===== config.mk =====
export PLATFORM = sky130hd
export DESIGN_NAME = link_failover_path_controller
export DESIGN_NICKNAME = d
export VERILOG_FILES = /design/src/rtl/core/lfpc_pkg.sv /design/src/rtl/core/lfpc_cfg_regs.sv /design/src/rtl/core/lfpc_health.sv /design/src/rtl/core/lfpc_path.sv /design/src/rtl/core/link_failover_path_controller.sv
export SDC_FILE = /design/constraint.sdc
export NUM_CORES = 1
export LEC_CHECK = 0
export ABC_AREA = 1
export BUFFER_PORTS_ARGS = -buffer_cell sky130_fd_sc_hd__buf_2
export CAP_MARGIN = 15
export CORE_UTILIZATION = 62
export DETAILED_ROUTE_END_ITERATION = 6
export PLACE_DENSITY = 0.78
export SLEW_MARGIN = 10
export SYNTH_ARGS = -nofsm -noshare
export SYNTH_HDL_FRONTEND = slang
export SYNTH_SLANG_ARGS = --single-unit

===== constraint.sdc =====
create_clock -name clk_i -period 4.05 [get_ports clk_i]
set_input_delay 0.405 -clock clk_i [delete_from_list [all_inputs] [get_ports clk_i]]
set_output_delay 0.405 -clock clk_i [all_outputs]
set_load 0.02 [all_outputs]

===== src/rtl/core/lfpc_pkg.sv =====
// ----------------------------------------------------------------------------
// lfpc_pkg
// Shared types, codes and defaults for the link failover path controller.
// ----------------------------------------------------------------------------
package lfpc_pkg;

  // Default width of the saturating event counters
  localparam int unsigned CounterBitsDef = 8;

  // Configuration register width and index width
  localparam int unsigned CfgW    = 8;
  localparam int unsigned CfgIdxW = 2;

  // Configuration register indexes
  localparam logic [CfgIdxW-1:0] CFG_FAILS_TO_DEGRADED         = 2'd0;
  localparam logic [CfgIdxW-1:0] CFG_FAILS_TO_UNAVAILABLE      = 2'd1;
  localparam logic [CfgIdxW-1:0] CFG_PROBES_TO_HEALTHY         = 2'd2;
  localparam logic [CfgIdxW-1:0] CFG_RELAY_FAILS_TO_REDISCOVER = 2'd3;

  // Configuration reset values
  localparam logic [CfgW-1:0] FailsToDegradedRst        = 8'd3;
  localparam logic [CfgW-1:0] FailsToUnavailableRst     = 8'd5;
  localparam logic [CfgW-1:0] ProbesToHealthyRst        = 8'd2;
  localparam logic [CfgW-1:0] RelayFailsToRediscoverRst = 8'd3;

  typedef enum logic [2:0] {
    CMD_DIRECT_RESULT = 3'd0,
    CMD_PROBE         = 3'd1,
    CMD_CANDIDATE     = 3'd2,
    CMD_RELAY_AUTH    = 3'd3,
    CMD_RELAY_RESULT  = 3'd4,
    CMD_PEER_LOST     = 3'd5,
    CMD_REDISCOVER    = 3'd6
  } cmd_e;

  typedef enum logic [1:0] {
    ST_NONE   = 2'd0,
    ST_POLICY = 2'd1,
    ST_REJECT = 2'd2
  } status_e;

  typedef enum logic [1:0] {
    H_HEALTHY     = 2'd0,
    H_DEGRADED    = 2'd1,
    H_UNAVAILABLE = 2'd2,
    H_RECOVERING  = 2'd3
  } health_e;

  typedef enum logic [2:0] {
    P_DIRECT       = 3'd0,
    P_DEGRADED     = 3'd1,
    P_DISCOVERY    = 3'd2,
    P_RELAY_AUTH   = 3'd3,
    P_RELAY_ACTIVE = 3'd4,
    P_REDISCOVERY  = 3'd5,
    P_RECOVERY     = 3'd6
  } path_e;

  // Configuration register set
  typedef struct packed {
    logic [CfgW-1:0] fails_to_degraded;
    logic [CfgW-1:0] fails_to_unavailable;
    logic [CfgW-1:0] probes_to_healthy;
    logic [CfgW-1:0] relay_fails_to_rediscover;
  } cfg_t;

  // Health machine verdict handed to the path machine
  typedef struct packed {
    status_e status;  // policy or reject verdict of commands 0 and 1
    health_e health;  // health after the request
    logic    follow;  // health request took effect, path machine must follow
  } health_res_t;

endpackage


===== src/rtl/core/lfpc_cfg_regs.sv =====
// ----------------------------------------------------------------------------
// lfpc_cfg_regs
// Write-only configuration register file with reset defaults.
// ----------------------------------------------------------------------------
module lfpc_cfg_regs (
  input  logic                         clk_i,
  input  logic                         rst_ni,
  input  logic                         cfg_we_i,
  input  logic [lfpc_pkg::CfgIdxW-1:0] cfg_idx_i,
  input  logic [lfpc_pkg::CfgW-1:0]    cfg_wdata_i,
  output lfpc_pkg::cfg_t               cfg_o
);
  import lfpc_pkg::*;

  cfg_t cfg_d, cfg_q;

  // Decode the write index
  always_comb begin
    cfg_d = cfg_q;
    if (cfg_we_i) begin
      unique case (cfg_idx_i)
        CFG_FAILS_TO_DEGRADED:         cfg_d.fails_to_degraded         = cfg_wdata_i;
        CFG_FAILS_TO_UNAVAILABLE:      cfg_d.fails_to_unavailable      = cfg_wdata_i;
        CFG_PROBES_TO_HEALTHY:         cfg_d.probes_to_healthy         = cfg_wdata_i;
        CFG_RELAY_FAILS_TO_REDISCOVER: cfg_d.relay_fails_to_rediscover = cfg_wdata_i;
        default: ;
      endcase
    end
  end

  always_ff @(posedge clk_i or negedge rst_ni) begin
    if (!rst_ni) begin
      cfg_q.fails_to_degraded         <= FailsToDegradedRst;
      cfg_q.fails_to_unavailable      <= FailsToUnavailableRst;
      cfg_q.probes_to_healthy         <= ProbesToHealthyRst;
      cfg_q.relay_fails_to_rediscover <= RelayFailsToRediscoverRst;
    end else begin
      cfg_q <= cfg_d;
    end
  end

  assign cfg_o = cfg_q;

endmodule


===== src/rtl/core/lfpc_health.sv =====
// ----------------------------------------------------------------------------
// lfpc_health
// Direct-link health machine with saturating failure and probe counters.
// ----------------------------------------------------------------------------
module lfpc_health #(
  parameter int unsigned CounterBits = lfpc_pkg::CounterBitsDef
) (
  input  logic                  clk_i,
  input  logic                  rst_ni,
  input  logic                  en_i,
  input  lfpc_pkg::cmd_e        cmd_i,
  input  logic                  ok_i,
  input  lfpc_pkg::cfg_t        cfg_i,
  output lfpc_pkg::health_res_t res_o
);
  import lfpc_pkg::*;

  localparam int unsigned CmpW = (CounterBits > CfgW) ? CounterBits : CfgW;
  localparam logic [CounterBits-1:0] CntMax = {CounterBits{1'b1}};

  health_e                health_d, health_q;
  logic [CounterBits-1:0] dfail_d, dfail_q;
  logic [CounterBits-1:0] probe_d, probe_q;
  logic [CounterBits-1:0] dfail_inc, probe_inc;
  logic                   policy_ok;
  logic                   follow;
  status_e                status;

  // Saturating increments
  assign dfail_inc = (dfail_q == CntMax) ? CntMax : dfail_q + 1'b1;
  assign probe_inc = (probe_q == CntMax) ? CntMax : probe_q + 1'b1;

  assign policy_ok = (cfg_i.fails_to_degraded != '0) &&
                     (cfg_i.fails_to_unavailable >= cfg_i.fails_to_degraded) &&
                     (cfg_i.probes_to_healthy != '0);

  // Evaluate the request against the health state
  always_comb begin
    health_d = health_q;
    dfail_d  = dfail_q;
    probe_d  = probe_q;
    follow   = 1'b0;
    status   = ST_NONE;
    case (cmd_i)
      CMD_DIRECT_RESULT: begin
        if (!policy_ok) begin
          status = ST_POLICY;
        end else if (health_q == H_UNAVAILABLE || health_q == H_RECOVERING) begin
          status = ST_REJECT;
        end else begin
          follow  = 1'b1;
          probe_d = '0;
          if (ok_i) begin
            dfail_d  = '0;
            health_d = H_HEALTHY;
          end else begin
            dfail_d = dfail_inc;
            if (CmpW'(dfail_inc) >= CmpW'(cfg_i.fails_to_unavailable)) begin
              health_d = H_UNAVAILABLE;
            end else if (CmpW'(dfail_inc) >= CmpW'(cfg_i.fails_to_degraded)) begin
              health_d = H_DEGRADED;
            end
          end
        end
      end
      CMD_PROBE: begin
        if (!policy_ok) begin
          status = ST_POLICY;
        end else if (health_q != H_UNAVAILABLE && health_q != H_RECOVERING) begin
          status = ST_REJECT;
        end else begin
          follow = 1'b1;
          if (!ok_i) begin
            probe_d  = '0;
            health_d = H_UNAVAILABLE;
          end else if (CmpW'(probe_inc) >= CmpW'(cfg_i.probes_to_healthy)) begin
            dfail_d  = '0;
            probe_d  = '0;
            health_d = H_HEALTHY;
          end else begin
            probe_d  = probe_inc;
            health_d = H_RECOVERING;
          end
        end
      end
      default: ;
    endcase
  end

  always_ff @(posedge clk_i or negedge rst_ni) begin
    if (!rst_ni) begin
      health_q <= H_HEALTHY;
      dfail_q  <= '0;
      probe_q  <= '0;
    end else if (en_i && follow) begin
      health_q <= health_d;
      dfail_q  <= dfail_d;
      probe_q  <= probe_d;
    end
  end

  assign res_o.status = status;
  assign res_o.health = health_d;
  assign res_o.follow = follow;

endmodule


===== src/rtl/core/lfpc_path.sv =====
// ----------------------------------------------------------------------------
// lfpc_path
// Seven-mode path machine with relay failure counter and saved relay mode.
// ----------------------------------------------------------------------------
module lfpc_path #(
  parameter int unsigned CounterBits = lfpc_pkg::CounterBitsDef
) (
  input  logic                   clk_i,
  input  logic                   rst_ni,
  input  logic                   en_i,
  input  lfpc_pkg::cmd_e         cmd_i,
  input  logic                   ok_i,
  input  lfpc_pkg::health_res_t  hres_i,
  input  logic [lfpc_pkg::CfgW-1:0] relay_thr_i,
  output lfpc_pkg::status_e      status_o,
  output lfpc_pkg::path_e        path_o,
  output logic [CounterBits-1:0] rfail_o
);
  import lfpc_pkg::*;

  localparam int unsigned CmpW = (CounterBits > CfgW) ? CounterBits : CfgW;
  localparam logic [CounterBits-1:0] CntMax = {CounterBits{1'b1}};

  path_e                  path_d, path_q;
  path_e                  saved_d, saved_q;
  logic [CounterBits-1:0] rfail_d, rfail_q;
  logic [CounterBits-1:0] rfail_inc;
  logic                   cur_relay_side;
  logic                   saved_relay_side;
  status_e                status;

  assign rfail_inc = (rfail_q == CntMax) ? CntMax : rfail_q + 1'b1;

  assign cur_relay_side = (path_q == P_DISCOVERY) || (path_q == P_RELAY_AUTH) ||
                          (path_q == P_RELAY_ACTIVE) || (path_q == P_REDISCOVERY);
  assign saved_relay_side = (saved_q == P_DISCOVERY) || (saved_q == P_RELAY_AUTH) ||
                            (saved_q == P_RELAY_ACTIVE) || (saved_q == P_REDISCOVERY);

  // Evaluate the request against the path state
  always_comb begin
    path_d  = path_q;
    saved_d = saved_q;
    rfail_d = rfail_q;
    status  = ST_NONE;
    case (cmd_i) inside
      CMD_DIRECT_RESULT, CMD_PROBE: begin
        if (hres_i.status != ST_NONE) begin
          status = hres_i.status;
        end else if (relay_thr_i == '0) begin
          status = ST_POLICY;
        end else if (hres_i.follow) begin
          // Follow the new health mode
          case (hres_i.health)
            H_HEALTHY: begin
              path_d  = P_DIRECT;
              rfail_d = '0;
            end
            H_DEGRADED: begin
              if (path_q == P_DIRECT) path_d = P_DEGRADED;
            end
            H_UNAVAILABLE: begin
              if (path_q == P_DIRECT || path_q == P_DEGRADED) begin
                path_d = P_DISCOVERY;
              end else if (path_q == P_RECOVERY) begin
                path_d = saved_relay_side ? saved_q : P_REDISCOVERY;
              end
            end
            default: begin
              if (cur_relay_side) begin
                saved_d = path_q;
                path_d  = P_RECOVERY;
              end
            end
          endcase
        end
      end
      CMD_CANDIDATE: begin
        if (path_q == P_DISCOVERY || path_q == P_REDISCOVERY) begin
          path_d  = P_RELAY_AUTH;
          rfail_d = '0;
        end else begin
          status = ST_REJECT;
        end
      end
      CMD_RELAY_AUTH: begin
        if (path_q == P_RELAY_AUTH) begin
          path_d  = ok_i ? P_RELAY_ACTIVE : P_REDISCOVERY;
          rfail_d = '0;
        end else begin
          status = ST_REJECT;
        end
      end
      CMD_RELAY_RESULT: begin
        if (path_q != P_RELAY_ACTIVE) begin
          status = ST_REJECT;
        end else if (ok_i) begin
          rfail_d = '0;
        end else if (CmpW'(rfail_inc) >= CmpW'(relay_thr_i)) begin
          path_d  = P_REDISCOVERY;
          rfail_d = '0;
        end else begin
          rfail_d = rfail_inc;
        end
      end
      CMD_PEER_LOST: begin
        if (path_q == P_RELAY_ACTIVE || path_q == P_RELAY_AUTH) begin
          path_d  = P_REDISCOVERY;
          rfail_d = '0;
        end else if (path_q == P_RECOVERY) begin
          saved_d = P_REDISCOVERY;
        end else begin
          status = ST_REJECT;
        end
      end
      CMD_REDISCOVER: begin
        if (path_q == P_REDISCOVERY) begin
          path_d = P_DISCOVERY;
        end else begin
          status = ST_REJECT;
        end
      end
      default: status = ST_REJECT;
    endcase
  end

  always_ff @(posedge clk_i or negedge rst_ni) begin
    if (!rst_ni) begin
      path_q  <= P_DIRECT;
      saved_q <= P_DIRECT;
      rfail_q <= '0;
    end else if (en_i) begin
      path_q  <= path_d;
      saved_q <= saved_d;
      rfail_q <= rfail_d;
    end
  end

  assign status_o = status;
  assign path_o   = path_d;
  assign rfail_o  = rfail_d;

endmodule


===== src/rtl/core/link_failover_path_controller.sv =====
// ----------------------------------------------------------------------------
// link_failover_path_controller
// Direct-link health tracking and relay failover path control.
// ----------------------------------------------------------------------------
// One request (command plus outcome flag) yields exactly one result: status,
// link health, path mode and relay failure count. A request lands in an input
// register, is evaluated combinationally against the health and path
// machines, and its result is held in an output register, so the block takes
// one request per clock unless the result side stalls. A stalled result
// holds the output register; one more request waits in the input register
// before in_stall_o rises. Configuration writes take effect at the next clock
// edge. The user makes them while the block is idle; the block does not check.
module link_failover_path_controller #(
  parameter int unsigned COUNTER_BITS = lfpc_pkg::CounterBitsDef
) (
  input  logic                         clk_i,
  input  logic                         rst_ni,
  // configuration write port
  input  logic                         cfg_we_i,
  input  logic [lfpc_pkg::CfgIdxW-1:0] cfg_idx_i,
  input  logic [lfpc_pkg::CfgW-1:0]    cfg_wdata_i,
  // request channel
  input  logic                         in_valid_i,
  output logic                         in_stall_o,
  input  logic [2:0]                   command_i,
  input  logic                         outcome_ok_i,
  // result channel
  output logic                         out_valid_o,
  input  logic                         out_stall_i,
  output logic [1:0]                   status_o,
  output logic [1:0]                   link_health_o,
  output logic [2:0]                   path_mode_o,
  output logic [7:0]                   relay_fail_count_o
);
  import lfpc_pkg::*;

  localparam int unsigned ExtW = (COUNTER_BITS > 8) ? COUNTER_BITS : 8;

  cfg_t                    cfg;
  health_res_t             hres;
  status_e                 status;
  path_e                   path_mode;
  logic [COUNTER_BITS-1:0] rfail;
  logic [ExtW-1:0]         rfail_ext;

  logic       in_valid_d, in_valid_q;
  logic [2:0] cmd_q;
  logic       ok_q;
  logic       in_accept;
  logic       advance;

  logic       out_valid_d, out_valid_q;
  logic [1:0] status_q, health_q;
  logic [2:0] path_q;
  logic [7:0] rfail_q;

  // Handshake: move the held request forward when the result slot frees up
  assign advance    = in_valid_q && (!out_valid_q || !out_stall_i);
  assign in_stall_o = in_valid_q && !advance;
  assign in_accept  = in_valid_i && !in_stall_o;

  always_comb begin
    in_valid_d = in_valid_q;
    if (in_accept)    in_valid_d = 1'b1;
    else if (advance) in_valid_d = 1'b0;
  end

  always_comb begin
    out_valid_d = out_valid_q;
    if (advance)           out_valid_d = 1'b1;
    else if (!out_stall_i) out_valid_d = 1'b0;
  end

  always_ff @(posedge clk_i or negedge rst_ni) begin
    if (!rst_ni) begin
      in_valid_q  <= 1'b0;
      out_valid_q <= 1'b0;
    end else begin
      in_valid_q  <= in_valid_d;
      out_valid_q <= out_valid_d;
    end
  end

  // Capture the request
  always_ff @(posedge clk_i) begin
    if (in_accept) begin
      cmd_q <= command_i;
      ok_q  <= outcome_ok_i;
    end
  end

  lfpc_cfg_regs u_cfg (
    .clk_i       (clk_i),
    .rst_ni      (rst_ni),
    .cfg_we_i    (cfg_we_i),
    .cfg_idx_i   (cfg_idx_i),
    .cfg_wdata_i (cfg_wdata_i),
    .cfg_o       (cfg)
  );

  lfpc_health #(
    .CounterBits (COUNTER_BITS)
  ) u_health (
    .clk_i  (clk_i),
    .rst_ni (rst_ni),
    .en_i   (advance),
    .cmd_i  (cmd_e'(cmd_q)),
    .ok_i   (ok_q),
    .cfg_i  (cfg),
    .res_o  (hres)
  );

  lfpc_path #(
    .CounterBits (COUNTER_BITS)
  ) u_path (
    .clk_i       (clk_i),
    .rst_ni      (rst_ni),
    .en_i        (advance),
    .cmd_i       (cmd_e'(cmd_q)),
    .ok_i        (ok_q),
    .hres_i      (hres),
    .relay_thr_i (cfg.relay_fails_to_rediscover),
    .status_o    (status),
    .path_o      (path_mode),
    .rfail_o     (rfail)
  );

  // Report the low byte of the relay failure counter
  assign rfail_ext = ExtW'(rfail);

  // Hold the result until taken
  always_ff @(posedge clk_i) begin
    if (advance) begin
      status_q <= status;
      health_q <= hres.health;
      path_q   <= path_mode;
      rfail_q  <= rfail_ext[7:0];
    end
  end

  assign out_valid_o        = out_valid_q;
  assign status_o           = status_q;
  assign link_health_o      = health_q;
  assign path_mode_o        = path_q;
  assign relay_fail_count_o = rfail_q;

endmodule


# Word level (Yosys, flattened, before mapping)

Index checks and enable logic that the tools add are counted.

Reduce and logical (&&, ||, !) cells: 43
Mux-type cells: 106
Add/subtract/negate cells: 3
Equality and inequality tests: 45
Order comparisons: 5

Operator list:

| operator            | count |
|---|---|
| $mux 8              | 31 |
| $mux 3              | 33 |
| $mux 2              | 26 |
| $ge 8x8->1          | 5 |
| $pmux 8 s2          | 2 |
| $ne 2x2->1 const B  | 13 |
| $add 8x1->8 const B | 3 |
| $eq 3x3->1 const B  | 8 |
| $eq 8x8->1 const B  | 3 |
| $eq 3x2->1 const B  | 6 |
| $reduce_bool 8->1   | 2 |
| $reduce_and 12->1   | 1 |
| $logic_or 1x1->1    | 11 |
| $eq 2x2->1 const B  | 5 |
| $mux 1              | 10 |
| $ne 2x1->1 const B  | 5 |
| $reduce_bool 2->1   | 5 |
| $pmux 3 s3          | 1 |
| $logic_not 8->1     | 1 |
| $pmux 2 s2          | 2 |
| $reduce_and 2->1    | 4 |
| $reduce_and 8->1    | 1 |
| $logic_and 1x1->1   | 7 |
| $eq 3x1->1 const B  | 2 |
| 9 further kinds     | 15 |

Bits of input ports: 19
Output and inout port bits: 17
Word-level logic and storage cells: 220
Register bits after elaboration: 85

# Longest topological paths before layout

Gate-level depths: netlist of the first run.

Depth after elaboration: 16
Gate-level depth with buffers: 28
Gate-level depth less buffers: 28

# Modules after synthesis

A second synthesis of the first run with hierarchy kept.

Cell total of the unflattened synthesis: 854
Area total of the unflattened synthesis: 6236.0 µm²

Modules (own cells, without submodules):

| module                        | area each (µm²) | instances | cells an instance | sequential area each (µm²) |
|---|---|---|---|---|
| lfpc_health                   | 2142.1          | 1         | 334               | 450.4 |
| lfpc_path                     | 1983.2          | 1         | 346               | 350.3 |
| lfpc_cfg_regs                 | 1445.1          | 1         | 143               | 809.5 |
| link_failover_path_controller | 665.6           | 1         | 31                | 620.6 |

# Worst setup path after synthesis of the first run

No wires, ideal clock.

Path kind: register -> register
From: register u_health.dfail_q[0]
To: register rfail_q[4] (netlist: relay_fail_count_o[4]) (data pin)
Period minus slack after synthesis: 2.944 ns
Path buffers: 0
Cell stages (with the launch flop): 21
Required time: 3.787 ns
Slack: 1.106 ns
Arrival time: 2.681 ns
Setup time: 0.263 ns
Cells stage by stage: dfrtp_1 -> ha_1 -> nand3_1 -> nor2_1 -> nand2_1 -> nor2_1 -> inv_1 -> o21ai_0 -> ha_1 -> nand2_1 -> a21oi_1 -> nor3_1 -> nand2_1 -> nand3_1 -> nor2_1 -> nor2_1 -> nand2_2 -> inv_1 -> nand4_4 -> a21oi_1 -> a21oi_1

RTL lines:

| element                | RTL line                             | source |
|---|---|---|
| start, declared        | lfpc_health.sv:22                    | `logic [CounterBits-1:0] dfail_d, dfail_q;` |
| start signal, assigned | lfpc_health.sv:97                    | `dfail_q <= dfail_d;` |
| end signal, assigned   | link_failover_path_controller.sv:137 | `rfail_q <= rfail_ext[7:0];` |
| end, declared          | link_failover_path_controller.sv:55  | `logic [7:0] rfail_q;` |

==> impl_metrics.tcl, run 1 <==
set metrics [dict create \
    ir_drop_uv 279 \
    drt_first_iter_violations 309 \
    nFillCells 771 \
    start_util_pct 64.9 \
    place_inst 915 \
    tns_ns 0 \
    rows 34 \
    fmax_mhz 280 \
    drc_errors 2 \
    nNetsFinal 881 \
    cts_hold_buf 0 \
    postRouteAntennaNets 0 \
    grt-ovfl-total 0 \
    cts_sinks 85 \
    grt_pass1_vias 5085 \
    switching_power_w 0.00135 \
    grt_pass1_wl_um 23200 \
    core_area_sq_um 8810 \
    violations "design-rule violations" \
    yosysTopAreaCellShare_pct 25.8 \
    numCtsBuffers 9 \
    timing.final.crit_period_ns 3.57 \
    endpoint_kind "register" \
    intPower_w 0.00177 \
    synth_cell_types 42 \
    cap_viol_max_count 0 \
    stdcell_area_sq_um 6140 \
    grt_max_degree 38 \
    start_kind "register" \
    syn-cell-area_sq_um 5720 \
    fin_ws_ns 0.483 \
    hpwl_um 9840 \
    synth.area.top_cells "dfrtp_1 (26%), nand2_1 (14%), edfxtp_1 (10%)" \
    finalHoldViolations 0 \
    setup_viol_count_final 0 \
    antenna_found_initial 0 \
    critical_path.max_fanout 8 \
    crit_start "u_health.dfail_q[0]" \
    post-cts-setup-buffers 0 \
    cts_tree "done" \
    fin_skew_ns 0.00978 \
    synth_edf_count 19 \
    die_h_um 98.0 \
    max-slew-margin-rel_pct 31.8 \
    drt-pass1-iter-count 7 \
    power_density_nw_per_um2 508 \
    leakagePower_nw 3.08 \
    ys_seq_elements 85 \
    clockRootBuffer "clkbuf_8" \
    clk_latency_ns 0.36 \
    cp.required_ns 4.16 \
    synth_top_area_cell "dfrtp_1" \
    seqPwrFrac_pct 40.7 \
    power_frac_comb_pct 41.3 \
    globalplace.congestion 0.908 \
    detailed_place.area_sq_um 5970 \
    synth_async_sr_flop_share_pct 77.6 \
    cts.path.max_buffers 2 \
    tightest_slew_ns 1.01 \
    pin_count 36 \
    ys.warnings.count 0 \
    grt_usage_pct 29.9 \
    htree_levels 3 \
    period_share_pct 88.1 \
    reg2reg_from "u_health.dfail_q[0]" \
    path_clk_slew_ns 0.09 \
    slew_viol_final 0 \
    antenna_cells 0 \
    port_buffers 35 \
    drive_gt1_share_pct 9.23 \
    wl_um 12900 \
    p_total_w 0.00312 \
    die_w_um 98.0 \
    final_cell_count_no_fill 931 \
    p_sw_share_pct 43.2 \
    via_per_inst 5.61 \
    synthToLayoutAreaGrowth_pct 7.37 \
    cts_resized 0 \
    wl_per_cell_um 13.9 \
    die-area_sq_um 9610 \
    rsz0062_at_grt "false" \
    p_clk_share_pct 18.0 \
    yosysSeqAreaShare_pct 39.0 \
    syn_inst 784 \
    status "finished with violations" \
    hold_path_class "in -> async" \
    syn_nets 847 \
    synth-main-ff-cell "dfrtp_1" \
    critical_path_class "reg -> reg" \
    pre_cts_ws_ns 0.537 \
    worstPathArrival_ns 3.68 \
    syn_avg_cell_area_sq_um 7.29 \
    vias 5227 \
]
==> registers in the layout, summed over array words and instances (netlist names), 3 cells and up <==
name,flops
u_path.saved_q,3
path_mode_o,3
u_path.rfail_q,8
u_cfg.cfg_o,32
relay_fail_count_o,8
u_health.probe_q,8
u_health.dfail_q,8
cmd_q,3
u_path.path_q,3
==> cells in the mapped netlist (3+ instances only) <==
cell         n
nand4_1     12
o21ai_0     76
o2111ai_1    3
or2_2        3
nor3_1       9
a21oi_1     50
nand2_2      3
ha_1        44
nand3_1     38
o21ai_1      3
nand2_1    212
o211ai_1     4
dfstp_2      7
nor2_1      69
edfxtp_1    19
o22ai_1      9
clkbuf_1     8
dfrtp_1     59
inv_1      126
==> through the flow <==
step           hold slack, ns  utilization (%)
3_5_place_dp            0.466             67.7
5_1_grt                 0.154             69.7
4_1_cts                 0.122             69.7
6_report                0.101             69.7
2_1_floorplan           0.109                -
3_3_place_gp            0.465             67.7
==> area by class of cell <==
class	instances	area [sq um]	share of cell area (%)
clock buffer	10	128	2.08
clock inverter	6	46.3	0.754
inverter	128	480	7.83
multi-input combinational	557	2930	47.7
sequential	85	2230	36.3
tap	108	135	2.20
timing repair buffer	37	190	3.10
==> critical path: stages, from the launching register on <==
cell	delay [ns]
dfrtp_1	0.40
ha_1	0.20
nand3_1	0.10
nor2_1	0.16
nand2_1	0.11
nor2_1	0.17
inv_1	0.11
o21ai_0	0.21
ha_1	0.34
nand2_1	0.07
a21oi_1	0.06
nor3_1	0.26
nand2_1	0.11
nand3_1	0.08
nor2_1	0.05
nor2_1	0.13
nand2_2	0.12
inv_1	0.17
nand4_4	0.19
a21oi_1	0.19
a21oi_1	0.08
==> metal layers <==
layer  GRT usage [%]  vias to the layer above  wire, um
met4            8.74                        0       172
met5               0                        -         0
li1                -                     2630         -
met1            42.2                     2422      6250
met3            3.87                       18       666
met2            48.2                      157      5840
==> power by group through the flow <==
stage                     Combinational [W]  Sequential, W  Clock (W)
after floorplan                    0.000978        0.00125          0
after global placement              0.00122        0.00127          0
after detailed placement            0.00127        0.00128          0
after CTS                           0.00128        0.00126   0.000569
after global routing                0.00150        0.00129   0.000603
final                               0.00129        0.00127   0.000560
==> cell usage in the layout, fill, tap and decap left out, types with 3 or more instances in the layout <==
cell         n
clkbuf_8     9
o2111ai_1    3
inv_6        3
nor2_1      68
dfrtp_1     59
nand2_1    212
o21ai_0     76
nor3_1       9
ha_1        44
buf_2       35
inv_1      126
o22ai_1      9
o21ai_1      3
dfstp_2      7
a21oi_1     50
o211ai_1     4
or2_2        3
nand2_2      3
nand4_1     12
nand3_1     38
edfxtp_1    19
==> worst paths after layout <==
| path | endpoint | slack (ns) | cells after the start |
|---|---|---|---|
| max in group asynchronous | u_cfg.cfg_o[0] | 2.97 | 2 |
| worst min-delay path | u_health.dfail_q[4] | 0.10 | 1 |
| worst min register to register | u_cfg.cfg_o[13] | 0.49 | 2 |
| min in group clk_i | cmd_q[0] | 0.21 | 1 |
| worst max-delay path | relay_fail_count_o[2] | 0.48 | 20 |
| worst max register to register | relay_fail_count_o[2] | 0.48 | 20 |
==> cell families after synthesis <==
| kind of cell | share of synthesized area [%] |
|---|---|
| simple gates | 26.8 |
| compound gates | 14.5 |
| buf+inv | 9.80 |
| flops | 39.0 |
| fa+ha+maj | 9.63 |
| xor+xnor | 0.306 |
No activity file was read; power rests on OpenSTA's default activity.
==> inputs of run 2 (changes only) <==
Settings changed: CELL_PAD_IN_SITES_DETAIL_PLACEMENT from default to 1, CELL_PAD_IN_SITES_GLOBAL_PLACEMENT from default to 1, CORE_UTILIZATION 62 to 45, PLACE_DENSITY 0.78 to 0.77, RECOVER_POWER from default to 50.
==> impl_metrics.tcl, run 2 (same netlist as run 1, synthesis figures left out) <==
set metrics [dict create \
    max-slew-margin-rel_pct 18.2 \
    vias 5338 \
    synthToLayoutAreaGrowth_pct 11.1 \
    globalplace.congestion 0.882 \
    core_area_sq_um 12200 \
    setup_viol_count_final 0 \
    timing.final.crit_period_ns 3.56 \
    cts_sinks 85 \
    grt_pass1_wl_um 27100 \
    rows 40 \
    wl_um 15800 \
    port_buffers 35 \
    drt-pass1-iter-count 5 \
    clk_latency_ns 0.36 \
    cap_viol_max_count 0 \
    cts_tree "done" \
    numCtsBuffers 9 \
    slowest_delay_ns 0.41 \
    antenna_cells 0 \
    grt-ovfl-total 0 \
    place_inst 975 \
    cp.required_ns 4.32 \
    wl_per_cell_um 15.9 \
    critical_path_class "reg -> reg" \
    tns_ns 0 \
    drt_first_iter_violations 291 \
    die-area_sq_um 13200 \
    via_per_inst 5.39 \
    ir_drop_uv 281 \
    fin_skew_ns 0.0167 \
    power_frac_comb_pct 38.8 \
    fmax_mhz 281 \
    leakagePower_nw 3.14 \
    intPower_w 0.00199 \
    pre_cts_ws_ns 0.444 \
    seqPwrFrac_pct 36.5 \
    power_density_nw_per_um2 551 \
    hpwl_um 12200 \
    start_kind "register" \
    largest_reg_flops 32 \
    p_sw_share_pct 43.1 \
    worstPathArrival_ns 3.83 \
    final_cell_count_no_fill 991 \
    layout_common_cells "nand2_1 (212), inv_1 (126), o21ai_0 (76), nor2_1 (68), dfrtp_1 (59)" \
    drive_gt1_share_pct 8.99 \
    drc_errors 0 \
    endpoint_kind "register" \
    grt_usage_pct 26.4 \
    p_clk_share_pct 24.7 \
    rsz0062_at_grt "false" \
    status "finished clean" \
    switching_power_w 0.00151 \
    critical_path.max_fanout 8 \
    finalHoldViolations 0 \
    grt_pass1_vias 5643 \
    htree_levels 3 \
    path_clk_slew_ns 0.08 \
    die_h_um 115 \
    final_common_cell "nand2_1" \
    antenna_found_initial 0 \
    start_util_pct 46.8 \
    fin_ws_ns 0.492 \
    die_w_um 115 \
    period_share_pct 87.8 \
    path_buf_inv 2 \
    crit_chain "ha_1 > nand2_1 > nor2_1 > inv_1 > nor2_1 > nand2_1 > nor2_1 > inv_1 > o21ai_0 > ha_1 > nand2_1 > a21oi_1 > nor2_1 > nand4_1 > nand4_1 > nand3_1 > nand3_2 > nand2_1 > nand2_1 > nand3_1 > nor2_1 > o21ai_0 > o21ai_0" \
    p_total_w 0.00350 \
    pin_count 36 \
    nNetsFinal 881 \
    grt_max_degree 46 \
    cp_slowest_cell "dfrtp_1" \
    tightest_slew_ns 1.23 \
    clockRootBuffer "clkbuf_16" \
    slew_viol_final 0 \
    cts.path.max_buffers 2 \
    hold_path_class "in -> reg" \
    postRouteAntennaNets 0 \
    crit_family "simple AND/OR/NAND/NOR gates" \
]
## run 2: changes by cell type in the layout (fill, tap and decap cells not counted), sizes merged
cell / previous run / this run
clkinvlp: 2 / 0
inv: 130 / 131
clkbuf: 10 / 14
buf: 37 / 32
clkinv: 2 / 4
## run 2: per-layer routing
layer,vias to the layer above,track usage (%),share of wire (%)
li1,2636,-,-
met1,2589,34.5,48
met2,98,45.5,48
met3,15,4.29,3.1
met4,0,6.93,1.3
met5,-,0,0
## run 2: path summary, 6_finish.rpt
kind | start | end | slack [ns] | cells past startpoint
worst max-delay path | u_health.probe_q[1] | u_path.saved_q[0] | 0.49 | 23
worst min-delay path | command_i[2] | cmd_q[2] | 0.22 | 1
worst max register to register | u_health.probe_q[1] | u_path.saved_q[0] | 0.49 | 23
worst min register to register | in_valid_q | out_valid_o | 0.49 | 2
max in group asynchronous | rst_ni | u_path.rfail_q[3] | 2.01 | 2
min in group asynchronous | rst_ni | u_path.path_q[2] | 0.28 | 1
## run 2: final cells by class
type                            count  area [sq um]
Clock buffer                        9           225
Clock inverter                      7          86.3
Fill cell                        1633          5860
Inverter                          128           480
Multi-Input combinational cell    557          2930
Sequential cell                    85          2230
Tap cell                          168           210
Timing Repair Buffer               37           183
## run 2: timing repair
| item | 4_1_cts | 5_1_grt |
|---|---|---|
| hold buffers | 0 | 0 |
| setup endpoints to repair | 0 | 10 |
| gates resized for setup | 0 | 1 |
| setup buffers | 0 | 0 |
## run 2: through the flow
stage          area, sq um  hold WS, ns  util [%]
2_1_floorplan         5720        0.109         -
3_3_place_gp          6040        0.401      49.5
3_5_place_dp          6040        0.420      49.5
4_1_cts               6350       0.0252      52.0
5_1_grt               6350        0.210      52.0
6_report              6350        0.216      52.0
## run 2: power by group through the flow
stage	sequential [W]	combinational [W]	clock, W
6_report	0.00128	0.00136	0.000866
5_1_grt	0.00130	0.00156	0.000914
4_1_cts	0.00128	0.00137	0.000887
3_5_place_dp	0.00129	0.00135	0
3_3_place_gp	0.00128	0.00126	0
2_1_floorplan	0.00125	0.000978	0
